--- config.mk ---
export PLATFORM = sky130hd
export DESIGN_NAME = button_gesture_detector
export DESIGN_NICKNAME = d
export VERILOG_FILES = /design/src/hdl/bgd_pkg.sv /design/src/hdl/bgd_cfg_regs.sv /design/src/hdl/bgd_gesture_core.sv /design/src/hdl/button_gesture_detector.sv
export SDC_FILE = /design/constraint.sdc
export NUM_CORES = 1
export LEC_CHECK = 0
export ABC_CLOCK_PERIOD_IN_PS = 27100
export BUFFER_PORTS_ARGS = -buffer_cell sky130_fd_sc_hd__buf_2
export CORE_MARGIN = 8
export CORE_UTILIZATION = 40
export DETAILED_ROUTE_END_ITERATION = 6
export HOLD_SLACK_MARGIN = 0.06
export PLACE_DENSITY = 0.56
export SLEW_MARGIN = 20
export SYNTH_ARGS = -nofsm -noshare
export SYNTH_HDL_FRONTEND = slang
export SYNTH_SLANG_ARGS = --single-unit
--- constraint.sdc ---
create_clock -name i_clk -period 27.1 [get_ports i_clk]
set_input_delay 1.355 -clock i_clk [delete_from_list [all_inputs] [get_ports i_clk]]
set_output_delay 1.355 -clock i_clk [all_outputs]
set_load 0.03 [all_outputs]
--- src/hdl/bgd_pkg.sv ---
// Shared types and constants for the button gesture detector.
package bgd_pkg;

    localparam int CFG_W = 16;
    localparam int ACT_W = 2;
    localparam int NOW_W = 32;
    localparam int CFG_IDX_W = 3;

    // Register indexes of the write port.
    localparam logic [CFG_IDX_W-1:0] IDX_DEBOUNCE   = 3'd0;
    localparam logic [CFG_IDX_W-1:0] IDX_SHORT_MAX  = 3'd1;
    localparam logic [CFG_IDX_W-1:0] IDX_GAP_MAX    = 3'd2;
    localparam logic [CFG_IDX_W-1:0] IDX_SINGLE_CNF = 3'd3;
    localparam logic [CFG_IDX_W-1:0] IDX_DOUBLE_CNF = 3'd4;
    localparam logic [CFG_IDX_W-1:0] IDX_HOLD       = 3'd5;

    // Gesture machine states.
    localparam logic [2:0] G_IDLE    = 3'd0;
    localparam logic [2:0] G_PRESS1  = 3'd1;
    localparam logic [2:0] G_WAIT2   = 3'd2;
    localparam logic [2:0] G_PRESS2  = 3'd3;
    localparam logic [2:0] G_WAITDBL = 3'd4;
    localparam logic [2:0] G_HOLD    = 3'd5;

    // Gesture codes.
    localparam logic [ACT_W-1:0] ACT_SINGLE  = 2'd0;
    localparam logic [ACT_W-1:0] ACT_DOUBLE  = 2'd1;
    localparam logic [ACT_W-1:0] ACT_HOLD    = 2'd2;
    localparam logic [ACT_W-1:0] ACT_HOLDREL = 2'd3;

    // Timing thresholds in milliseconds.
    typedef struct packed {
        logic [CFG_W-1:0] debounce_ms;
        logic [CFG_W-1:0] short_press_max_ms;
        logic [CFG_W-1:0] double_gap_max_ms;
        logic [CFG_W-1:0] single_confirm_ms;
        logic [CFG_W-1:0] double_confirm_ms;
        logic [CFG_W-1:0] hold_ms;
    } t_cfg;

    // Outcome of one sample: a gesture report or nothing.
    typedef struct packed {
        logic             valid;
        logic [ACT_W-1:0] action;
    } t_result;

endpackage

--- src/hdl/bgd_cfg_regs.sv ---
// Configuration register bank for the button gesture detector.
module bgd_cfg_regs
    import bgd_pkg::*;
(
    input  logic                 i_clk,
    input  logic                 i_rst_n,
    input  logic                 i_cfg_we,
    input  logic [CFG_IDX_W-1:0] i_cfg_idx,
    input  logic [CFG_W-1:0]     i_cfg_data,
    output t_cfg                 o_cfg
);

    t_cfg r_cfg;
    t_cfg n_cfg;

    always_comb begin
        n_cfg = r_cfg;
        if (i_cfg_we) begin
            case (i_cfg_idx)
                IDX_DEBOUNCE:   n_cfg.debounce_ms        = i_cfg_data;
                IDX_SHORT_MAX:  n_cfg.short_press_max_ms = i_cfg_data;
                IDX_GAP_MAX:    n_cfg.double_gap_max_ms  = i_cfg_data;
                IDX_SINGLE_CNF: n_cfg.single_confirm_ms  = i_cfg_data;
                IDX_DOUBLE_CNF: n_cfg.double_confirm_ms  = i_cfg_data;
                IDX_HOLD:       n_cfg.hold_ms            = i_cfg_data;
                default:        n_cfg = r_cfg;
            endcase
        end
    end

    always_ff @(posedge i_clk) begin
        if (!i_rst_n) begin
            r_cfg.debounce_ms        <= 16'd20;
            r_cfg.short_press_max_ms <= 16'd500;
            r_cfg.double_gap_max_ms  <= 16'd400;
            r_cfg.single_confirm_ms  <= 16'd450;
            r_cfg.double_confirm_ms  <= 16'd200;
            r_cfg.hold_ms            <= 16'd800;
        end else begin
            r_cfg <= n_cfg;
        end
    end

    assign o_cfg = r_cfg;

endmodule

--- src/hdl/bgd_gesture_core.sv ---
// Debounce filter and gesture state machine, one sample per enabled cycle.
module bgd_gesture_core
    import bgd_pkg::*;
#(
    parameter int TIME_WIDTH = 32
) (
    input  logic                  i_clk,
    input  logic                  i_rst_n,
    input  logic                  i_step,
    input  logic                  i_raw,
    input  logic [TIME_WIDTH-1:0] i_now,
    input  t_cfg                  i_cfg,
    output t_result               o_result
);

    logic                  r_seeded;
    logic                  r_raw;
    logic [TIME_WIDTH-1:0] r_chg;
    logic                  r_stable;
    logic [2:0]            r_gs;
    logic [TIME_WIDTH-1:0] r_press;
    logic [TIME_WIDTH-1:0] r_rel;

    logic                  n_raw;
    logic [TIME_WIDTH-1:0] n_chg;
    logic                  n_stable;
    logic [2:0]            n_gs;
    logic [TIME_WIDTH-1:0] n_press;
    logic [TIME_WIDTH-1:0] n_rel;

    logic [TIME_WIDTH-1:0] w_deb;
    logic [TIME_WIDTH-1:0] w_short;
    logic [TIME_WIDTH-1:0] w_gap;
    logic [TIME_WIDTH-1:0] w_single;
    logic [TIME_WIDTH-1:0] w_double;
    logic [TIME_WIDTH-1:0] w_hold;

    logic [TIME_WIDTH-1:0] d_chg;
    logic [TIME_WIDTH-1:0] d_press_old;
    logic [TIME_WIDTH-1:0] d_rel_old;
    logic [TIME_WIDTH-1:0] d_press;
    logic [TIME_WIDTH-1:0] d_rel;
    logic                  w_done;
    t_result               w_res;

    assign w_deb    = TIME_WIDTH'(i_cfg.debounce_ms);
    assign w_short  = TIME_WIDTH'(i_cfg.short_press_max_ms);
    assign w_gap    = TIME_WIDTH'(i_cfg.double_gap_max_ms);
    assign w_single = TIME_WIDTH'(i_cfg.single_confirm_ms);
    assign w_double = TIME_WIDTH'(i_cfg.double_confirm_ms);
    assign w_hold   = TIME_WIDTH'(i_cfg.hold_ms);

    // Raw level tracking; the first sample always loads.
    always_comb begin
        n_raw = r_raw;
        n_chg = r_chg;
        if (!r_seeded || (i_raw != r_raw)) begin
            n_raw = i_raw;
            n_chg = i_now;
        end
    end

    assign d_chg       = i_now - n_chg;
    assign d_press_old = i_now - r_press;
    assign d_rel_old   = i_now - r_rel;
    assign d_press     = i_now - n_press;
    assign d_rel       = i_now - n_rel;

    always_comb begin
        n_stable     = r_stable;
        n_gs         = r_gs;
        n_press      = r_press;
        n_rel        = r_rel;
        w_done       = 1'b0;
        w_res.valid  = 1'b0;
        w_res.action = ACT_SINGLE;

        // Debounced edge handling.
        if ((n_raw != r_stable) && (d_chg >= w_deb)) begin
            n_stable = n_raw;
            if (n_raw) begin
                if ((r_gs == G_WAIT2) && (d_rel_old <= w_gap)) begin
                    n_press = i_now;
                    n_gs    = G_PRESS2;
                end else if ((r_gs != G_PRESS1) && (r_gs != G_PRESS2) &&
                             (r_gs != G_HOLD)) begin
                    n_press = i_now;
                    n_gs    = G_PRESS1;
                end
            end else begin
                if ((r_gs == G_PRESS1) || (r_gs == G_PRESS2)) begin
                    if (d_press_old <= w_short) begin
                        n_rel = i_now;
                        n_gs  = (r_gs == G_PRESS1) ? G_WAIT2 : G_WAITDBL;
                    end else begin
                        n_gs = G_IDLE;
                    end
                end else if (r_gs == G_HOLD) begin
                    n_gs         = G_IDLE;
                    w_done       = 1'b1;
                    w_res.valid  = 1'b1;
                    w_res.action = ACT_HOLDREL;
                end
            end
        end

        // Elapsed-time checks, skipped once a hold release was reported.
        if (!w_done) begin
            if (n_stable) begin
                if (((n_gs == G_PRESS1) || (n_gs == G_PRESS2)) && (d_press >= w_hold)) begin
                    n_gs         = G_HOLD;
                    w_res.valid  = 1'b1;
                    w_res.action = ACT_HOLD;
                end
            end else if ((n_gs == G_WAIT2) && (d_rel >= w_single)) begin
                n_gs         = G_IDLE;
                w_res.valid  = 1'b1;
                w_res.action = ACT_SINGLE;
            end else if ((n_gs == G_WAITDBL) && (d_rel >= w_double)) begin
                n_gs         = G_IDLE;
                w_res.valid  = 1'b1;
                w_res.action = ACT_DOUBLE;
            end
        end
    end

    always_ff @(posedge i_clk) begin
        if (!i_rst_n) begin
            r_seeded <= 1'b0;
            r_raw    <= 1'b0;
            r_chg    <= '0;
            r_stable <= 1'b0;
            r_gs     <= G_IDLE;
            r_press  <= '0;
            r_rel    <= '0;
        end else if (i_step) begin
            r_seeded <= 1'b1;
            r_raw    <= n_raw;
            r_chg    <= n_chg;
            r_stable <= n_stable;
            r_gs     <= n_gs;
            r_press  <= n_press;
            r_rel    <= n_rel;
        end
    end

    assign o_result = w_res;

endmodule

--- src/hdl/button_gesture_detector.sv ---
// Top level of the button gesture detector with stream ports and register bank.
//
// Usage: each request on the slave stream is one sample of the button: the
// raw pressed level and a free running millisecond timestamp. The block
// debounces the level and recognizes single press, double press, hold and
// hold release gestures. Each sample yields zero or one gesture request on the
// master stream; samples that cause no gesture produce nothing at the output.
// Thresholds are written through the plain register port (index 0 debounce,
// 1 short press max, 2 double gap max, 3 single confirm, 4 double confirm,
// 5 hold), only while the block is idle; the user is bound to this and the
// block itself does not enforce it. A gesture is presented on the master
// stream from the result register, behind the input register (one input
// register, one result register). Throughput is one sample per clock while
// the receiver does not stall, set by one pass of the gesture logic between them.
// Stalls: when the receiver holds m_axis_tready low, the result register keeps
// its request, one more sample waits in the input register, and s_axis_tready
// then drops until the result is taken. No request is lost or repeated.
// Reset (synchronous, active low) empties both registers, restores the
// register defaults and returns the debouncer and gesture machine to idle with
// no sample seen.
module button_gesture_detector
    import bgd_pkg::*;
#(
    parameter int TIME_WIDTH = 32
) (
    input  logic                 i_clk,
    input  logic                 i_rst_n,
    // Sample stream.
    input  logic                 s_axis_tvalid,
    output logic                 s_axis_tready,
    input  logic [39:0]          s_axis_tdata,  // [0] raw_pressed, [32:1] now_ms, rest zero
    // Gesture stream.
    output logic                 m_axis_tvalid,
    input  logic                 m_axis_tready,
    output logic [7:0]           m_axis_tdata,  // [1:0] action, rest zero
    // Register write port.
    input  logic                 i_cfg_we,
    input  logic [CFG_IDX_W-1:0] i_cfg_idx,
    input  logic [CFG_W-1:0]     i_cfg_data
);

    t_cfg            w_cfg;
    t_result         w_res;
    logic            w_adv;
    logic            w_in_acc;

    logic            r_in_valid;
    logic            r_in_raw;
    logic [NOW_W-1:0] r_in_now;
    logic            r_out_valid;
    logic [ACT_W-1:0] r_out_action;

    bgd_cfg_regs u_cfg (
        .i_clk      (i_clk),
        .i_rst_n    (i_rst_n),
        .i_cfg_we   (i_cfg_we),
        .i_cfg_idx  (i_cfg_idx),
        .i_cfg_data (i_cfg_data),
        .o_cfg      (w_cfg)
    );

    // The held sample advances whenever the result register is free or
    // being emptied in this cycle.
    assign w_adv         = r_in_valid && (!r_out_valid || m_axis_tready);
    assign s_axis_tready = !r_in_valid || w_adv;
    assign w_in_acc      = s_axis_tvalid && s_axis_tready;

    bgd_gesture_core #(
        .TIME_WIDTH (TIME_WIDTH)
    ) u_core (
        .i_clk    (i_clk),
        .i_rst_n  (i_rst_n),
        .i_step   (w_adv),
        .i_raw    (r_in_raw),
        .i_now    (TIME_WIDTH'(r_in_now)),
        .i_cfg    (w_cfg),
        .o_result (w_res)
    );

    always_ff @(posedge i_clk) begin
        if (!i_rst_n) begin
            r_in_valid <= 1'b0;
        end else if (w_in_acc) begin
            r_in_valid <= 1'b1;
        end else if (w_adv) begin
            r_in_valid <= 1'b0;
        end
    end

    always_ff @(posedge i_clk) begin
        if (w_in_acc) begin
            r_in_raw <= s_axis_tdata[0];
            r_in_now <= s_axis_tdata[NOW_W:1];
        end
    end

    always_ff @(posedge i_clk) begin
        if (!i_rst_n) begin
            r_out_valid <= 1'b0;
        end else if (w_adv) begin
            r_out_valid <= w_res.valid;
        end else if (m_axis_tready) begin
            r_out_valid <= 1'b0;
        end
    end

    always_ff @(posedge i_clk) begin
        if (w_adv) begin
            r_out_action <= w_res.action;
        end
    end

    assign m_axis_tvalid = r_out_valid;
    assign m_axis_tdata  = {6'b0, r_out_action};

endmodule
; ---- After elaboration in Yosys (flattened, before gate mapping)
; Index checks and enable logic that the tools add are counted.
[word_totals]
regBits = 235
in_bits = 64
output_inout_bits = 10
wordCells = 114
[classes]
addsub = 5
magnitude_cmp = 6
eq_ne = 18
n_mux = 41
n_reduce_logical = 26
[ops]
columns = cell, count
row1 = 2-to-1 mux 32 bit, 9
row2 = subtractor 32 bit, 5
row3 = greater-or-equal comparator 32 x 16 -> 1 bit, 4
row4 = 2-to-1 mux 3 bit, 22
row5 = less-or-equal comparator 32 x 16 -> 1 bit, 2
row6 = == test 3 x 2 -> 1 bit (second input constant), 6
row7 = == test 3 bit (second input constant), 4
row8 = AND reduction 2 bit, 6
row9 = 2-to-1 mux 1 bit, 10
row10 = == test 3 x 1 -> 1 bit (second input constant), 3
row11 = logical AND 1 bit, 9
row12 = logical OR 1 bit, 5
row13 = nonzero test 2 bit, 2
row14 = logical NOT 1 bit, 3
row15 = logical NOT 3 bit, 1
row16 = inequality test 3 x 1 -> 1 bit (second input constant), 1
row17 = inequality test 3 x 2 -> 1 bit (second input constant), 1
row18 = inequality test 3 bit (second input constant), 1
row19 = inequality test 1 bit, 2

; ---- Depth between registers and ports, before layout
[logic_depth]
depth_word = 15
mapped_depth = 53
mapped_depth_nobuf = 48

; ---- By module
; A second synthesis with hierarchy kept.
[unflattened]
hier_cells = 2824
area_unflattened_um2 = 22093.7
[modules_own_cells]
columns = mod, n_inst, cells_each, area_per_inst_um2, seq_area_each_um2
row1 = bgd_gesture_core, 1, 2425, 17259.1, 2042.0
row2 = bgd_cfg_regs, 1, 347, 3627.2, 1921.8
row3 = button_gesture_detector, 1, 52, 1207.4, 1091.0

; ---- Worst setup path after synthesis
; Ideal clock, no wire load.
[synth_path]
path_type = register to register
start = reg r_in_raw
end = reg r_out_action[1] (data pin)
setup_time_ns = 0.257
arrival_time_ns = 9.697
required_time_ns = 26.843
path_slack_ns = 17.146
stages_incl_launch_ff = 49
path_buffers = 5
synth_period_minus_slack_ns = 9.954
path_cell_list = edfxtp_1 > buf_2 > xor2_1 > nor2_2 > clkbuf_1 > clkbuf_1 > o21ai_0 > ha_1 > inv_1 > ha_1 > nor3_1 > o31a_1 > a221oi_1 > a21oi_1 > o31ai_1 > ha_1 > nand2_1 > nor2_1 > (+13 left out) > o31a_1 > o21ai_0 > a21oi_1 > or2_2 > xor2_1 > ha_1 > a2111oi_0 > o311ai_0 > nor4_1 > nand3_1 > a2111oi_0 > nand4_1 > nor4b_1 > and4b_1 > a41o_1 > nor3_1 > nor2b_1 > inv_1
[synth_via]
elab_chain_cells = 14
elab_cells_between_ends = 37
cone_classes = add/sub (3) / order compare (4) / eq/ne (6) / mux (18) / reduce/logical (6)
[synth_rtl]
columns = item, line
row1 = from (decl), button_gesture_detector.sv:48  ; logic r_in_raw;
row2 = from (signal assigned), button_gesture_detector.sv:92  ; r_in_raw <= s_axis_tdata[0];
row3 = inequality test 1 bit (*), bgd_gesture_core.sv:57  ; if (!r_seeded || (i_raw != r_raw)) begin
row4 = logical OR 1 bit (*), bgd_gesture_core.sv:57
row5 = 2-to-1 mux 32 bit (*), bgd_gesture_core.sv:57
row6 = via u_core.n_chg[0], bgd_gesture_core.sv:25  ; logic [TIME_WIDTH-1:0] n_chg;
row7 = subtractor 32 bit (*), bgd_gesture_core.sv:63  ; assign d_chg = i_now - n_chg;
row8 = greater-or-equal comparator 32 x 16 -> 1 bit (*), bgd_gesture_core.sv:79  ; if ((n_raw != r_stable) && (d_chg >= w_deb)) begin
row9 = logical AND 1 bit (*), bgd_gesture_core.sv:79
row10 = 2-to-1 mux 32 bit, bgd_gesture_core.sv:79
row11 = subtractor 32 bit, bgd_gesture_core.sv:67  ; assign d_rel = i_now - n_rel;
row12 = greater-or-equal comparator 32 x 16 -> 1 bit, bgd_gesture_core.sv:119  ; end else if ((n_gs == G_WAITDBL) && (d_rel >= w_double)) begin
row13 = logical AND 1 bit, bgd_gesture_core.sv:119
row14 = 2-to-1 mux 3 bit, bgd_gesture_core.sv:119
row15 = 2-to-1 mux 3 bit, bgd_gesture_core.sv:115  ; end else if ((n_gs == G_WAIT2) && (d_rel >= w_single)) begin
row16 = 2-to-1 mux 3 bit, bgd_gesture_core.sv:109  ; if (n_stable) begin
row17 = 2-to-1 mux 3 bit (*), bgd_gesture_core.sv:108  ; if (!w_done) begin
row18 = to (signal assigned), button_gesture_detector.sv:109  ; r_out_action <= w_res.action;
row19 = to (decl), button_gesture_detector.sv:51  ; logic [ACT_W-1:0] r_out_action;
; The timed path passes the listed nets; every way through them passes the cells marked *.
; A chain may end at the register's enable or synchronous reset.

; ---- Worst setup path after layout
; Same ends and word-level chain as after synthesis.

==> metrics list <==
* Status: finished, final reports clean
- GRT Total Usage: 0.215
* Clock-pin slew of the registers on the worst-case setup and hold paths: 70 ps
* Highest Clock Rate: 81.8 MHz
* Worst path max stage delay: 870 ps
* Worst setup EP type: flop
- The floorplan has 85 rows.
- Number of max-capacitance violations reported: 0
- Buffers inserted to repair hold after CTS numbered 0.
* Worst slew margin relative to its limit: 0.286
* Largest vdd supply drop: 0.0569 mV
- For this configuration, the core starts out at a cell density of 0.403.
- The number of failing hold endpoints at the final stage was 0.
* Most frequent cells in the layout: 411 x sky130_fd_sc_hd__nand2_1, 243 x sky130_fd_sc_hd__ha_1, 223 x sky130_fd_sc_hd__a21oi_1
- Library cells used by synthesis: 99
* Remaining number of nets flagged by the antenna check after routing: 0
- Pin placement for this block handled 74 I/O pins.
- The setup path with the least slack is of type reg2reg.
- Measured on the finished design, the core utilization comes to 0.442.
- Gates resized during post-CTS repair numbered 0.
- Tmin final: 12220 ps
- The filler cells instantiated in the layout total 5432.
* Met2 Wirelength: 30.6 mm
* Adder-Cell Fraction of Synth Area: 0.145
* Final setup skew: 40.1 ps
* DRC: 0
- Max layer used: met4
* Core area: 53600 sq um
- Skew-Pair Late Insertion Delay: 610 ps
- Dominant combinational cell family by area after synthesis: compound AO/OA/AOI/OAI gates
- Syn avg cell area: 7.73 sq um
* Number of port buffers: 60
* Sequential cell area fraction in the yosys report: 0.234
- The floorplan step set the die width to 249 um.
* Unrepaired setup endpoints after global routing: no
- Simple-gate share of the synthesized area: 0.205
- The clock passes through at most 3 buffers.
- The sequential cells in the finished layout cover a total of 5050 sq um.
- For this design the static power due to leakage is 9.57 nW.
* Netlist area before placement: 21600 sq um
- DR vias: 20100
- Worst-case hold slack: 466 ps
- Number of antenna violations at the first check in global routing: 1
- Avg Vias per Cell: 5.71
- At the pin with the least slew margin, the transition time is 1060 ps.
- Once the clock tree was built, the setup fixing pass inserted 0 buffers.
* Share of post-route cells with drive strength above 1: 0.0705
- Met3 Routed Length: 3.67 mm
- Final routed wire length divided by cell count: 19.9 um
* Number of synthesized flops with an enable pin: 35
* Fraction of synthesis flops using an asynchronous set or reset pin: 0
- The floorplan step set the die height to 249 um.
- Arr. time, crit path: 12560 ps
- TritonCTS built the clock tree.
- Entering global routing, the biggest net connects 107 pins.
- For this block, the initial DRC count from the detailed router was 1359.
- For this run, the leading register cell type out of synthesis is sky130_fd_sc_hd__dfxtp_1.
* Area growth from synthesis to layout: 9.51%
- Number of warnings reported in the yosys synthesis log: 0
- The synthesized design contains 235 register bits.
- After detailed routing, the wire length on met1 is 33.9 mm.
- Clock Tree Root: sky130_fd_sc_hd__clkbuf_16
- The final max-slew violation count is 0.
* Most common cell after layout, fill and taps aside: sky130_fd_sc_hd__nand2_1
- Global routing finished with a remaining overflow of 0.
* Sum of net half-perimeters after detailed placement: 53.3 mm
* Aggregate negative setup slack: 0 ps
* Global placer's final weighted congestion: 0.929
- Number of buffers created by CTS: 31
- Power density of the placed cells: 50.2 nW/um^2
- CTS built an H-tree with a depth of 1.
* Worst Path Max Fanout: 36
- Final layout net count: 3110
* Number of global-route vias before repair: 18900
- Multi-input gate area in the final layout: 15400 sq um
- Worst EP required: 27430 ps
- The share of the synthesized area in compound gates (AO/OA/AOI/OAI) was 0.273.
- Global-route wire length before repair: 108 mm
- Fraction of synthesized cell area in xor and xnor cells: 0.0391
* Tightest Hold Check Type: reg2reg
- Clock tree synthesis found a total of 235 sinks.
- Number of detailed-routing iterations run before antenna repair: 5
* Final setup viols: 0
- STA classifies the critical path startpoint as a flop.
- Synthesized instance count: 2796
* Fraction of synthesized area in multiplexers: 0.0442
- Share of the cycle needed by the critical path after routing: 0.451
- Number of inserted diodes: 0
- The largest individual stage delay along the critical path comes from the cell sky130_fd_sc_hd__nor4b_1.
- The final layout contains routed wiring with a total length of 70.1 mm.
- Die ar.: 61800 sq um
flip-flops by register name (all words and copies together) (netlist names):
name,cells
u_core.r_raw,1
u_core.r_gs,3
u_core.r_rel,32
u_core.r_press,32
u_core.r_chg,32
m_axis_tvalid,1
u_core.r_stable,1
r_in_raw,1
u_cfg.o_cfg,96
r_out_action,2
r_in_valid,1
r_in_now,32
u_core.r_seeded,1
per-stage QoR:
stage	instance area (sq um)	worst slack [ps]	instances	total power, mW
after floorplan	21600	17150	2801	0.637
after global placement	22500	15100	3462	0.730
after detailed placement	22600	15040	3462	0.734
after CTS	23700	14990	3520	1.20
after global routing	23700	13830	3520	1.25
final	23700	14880	3520	1.19
layout make-up:
class                   instances  area share
repair buffers                 87      0.0213
well taps                     696      0.0368
clock inverters                20     0.00935
clock buffers                  38      0.0383
inverters                     204      0.0323
multi-input cells            2240       0.648
flip-flops and latches        235       0.213
where the power goes:
group | leakage [nW] | internal, mW | switching, mW | total, mW
Clock | 0.563 | 0.276 | 0.179 | 0.455
Sequential | 1.97 | 0.366 | 0.0159 | 0.382
Combinational | 7.05 | 0.137 | 0.215 | 0.351
Total | 9.57 | 0.779 | 0.410 | 1.19
cell usage after synthesis (all sizes together) (13+ instances only):
cell type,n,share of area
and3,18,0.0054
ha,243,0.14
dfxtp,200,0.19
edfxtp,35,0.049
a21boi,130,0.045
a2111oi,14,0.0065
a211oi,34,0.012
nand2b,52,0.016
inv,204,0.035
mux2i,91,0.042
o21bai,15,0.0052
a21o,58,0.020
nor2,157,0.027
o2111ai,16,0.0065
and2,13,0.0038
or3,14,0.0043
clkbuf,95,0.016
nor2b,78,0.023
o211a,23,0.011
a21oi,223,0.052
nand4,35,0.010
nor3,33,0.0076
xor2,34,0.014
o21ai,127,0.029
o21a,35,0.012
nand3,53,0.012
nand2,413,0.072
o211ai,54,0.019
buf,27,0.0076
a31oi,27,0.0088
xnor2,59,0.025
per-layer routing:
metal,global-route usage,up-vias
li1,-,10100
met1,0.298,9417
met2,0.343,499
met3,0.0334,96
met4,0.0592,0
met5,0,-
critical path, delay by kind of cell, from the launching register on:
family	cells	cell delay [ps]
compound gates	19	5080
buf+inv	2	560
xor+xnor	3	710
simple gates	17	3940
fa+ha+maj	4	1050
flops	1	540
final timing paths:
path	startpoint	endpoint	slack [ps]	cells past startpoint
setup / recovery	r_in_raw	r_out_action[1]	14880	45
hold / removal	u_cfg.o_cfg[15]	u_cfg.o_cfg[15]	470	2
setup reg to reg	r_in_raw	r_out_action[1]	14880	45
hold reg to reg	u_cfg.o_cfg[15]	u_cfg.o_cfg[15]	470	2
cell families (layout without fill, tap and decap cells):
logic type	Yosys count	after routing
AO/OA/AOI/OAI	867	867
XOR/XNOR	93	93
adder cells (fa/ha/maj)	249	249
buffers and inverters	326	349
flip-flops	235	235
multiplexers	95	95
other	1	6
AND/OR/NAND/NOR	930	930
Power figures use the tool's default switching activity.
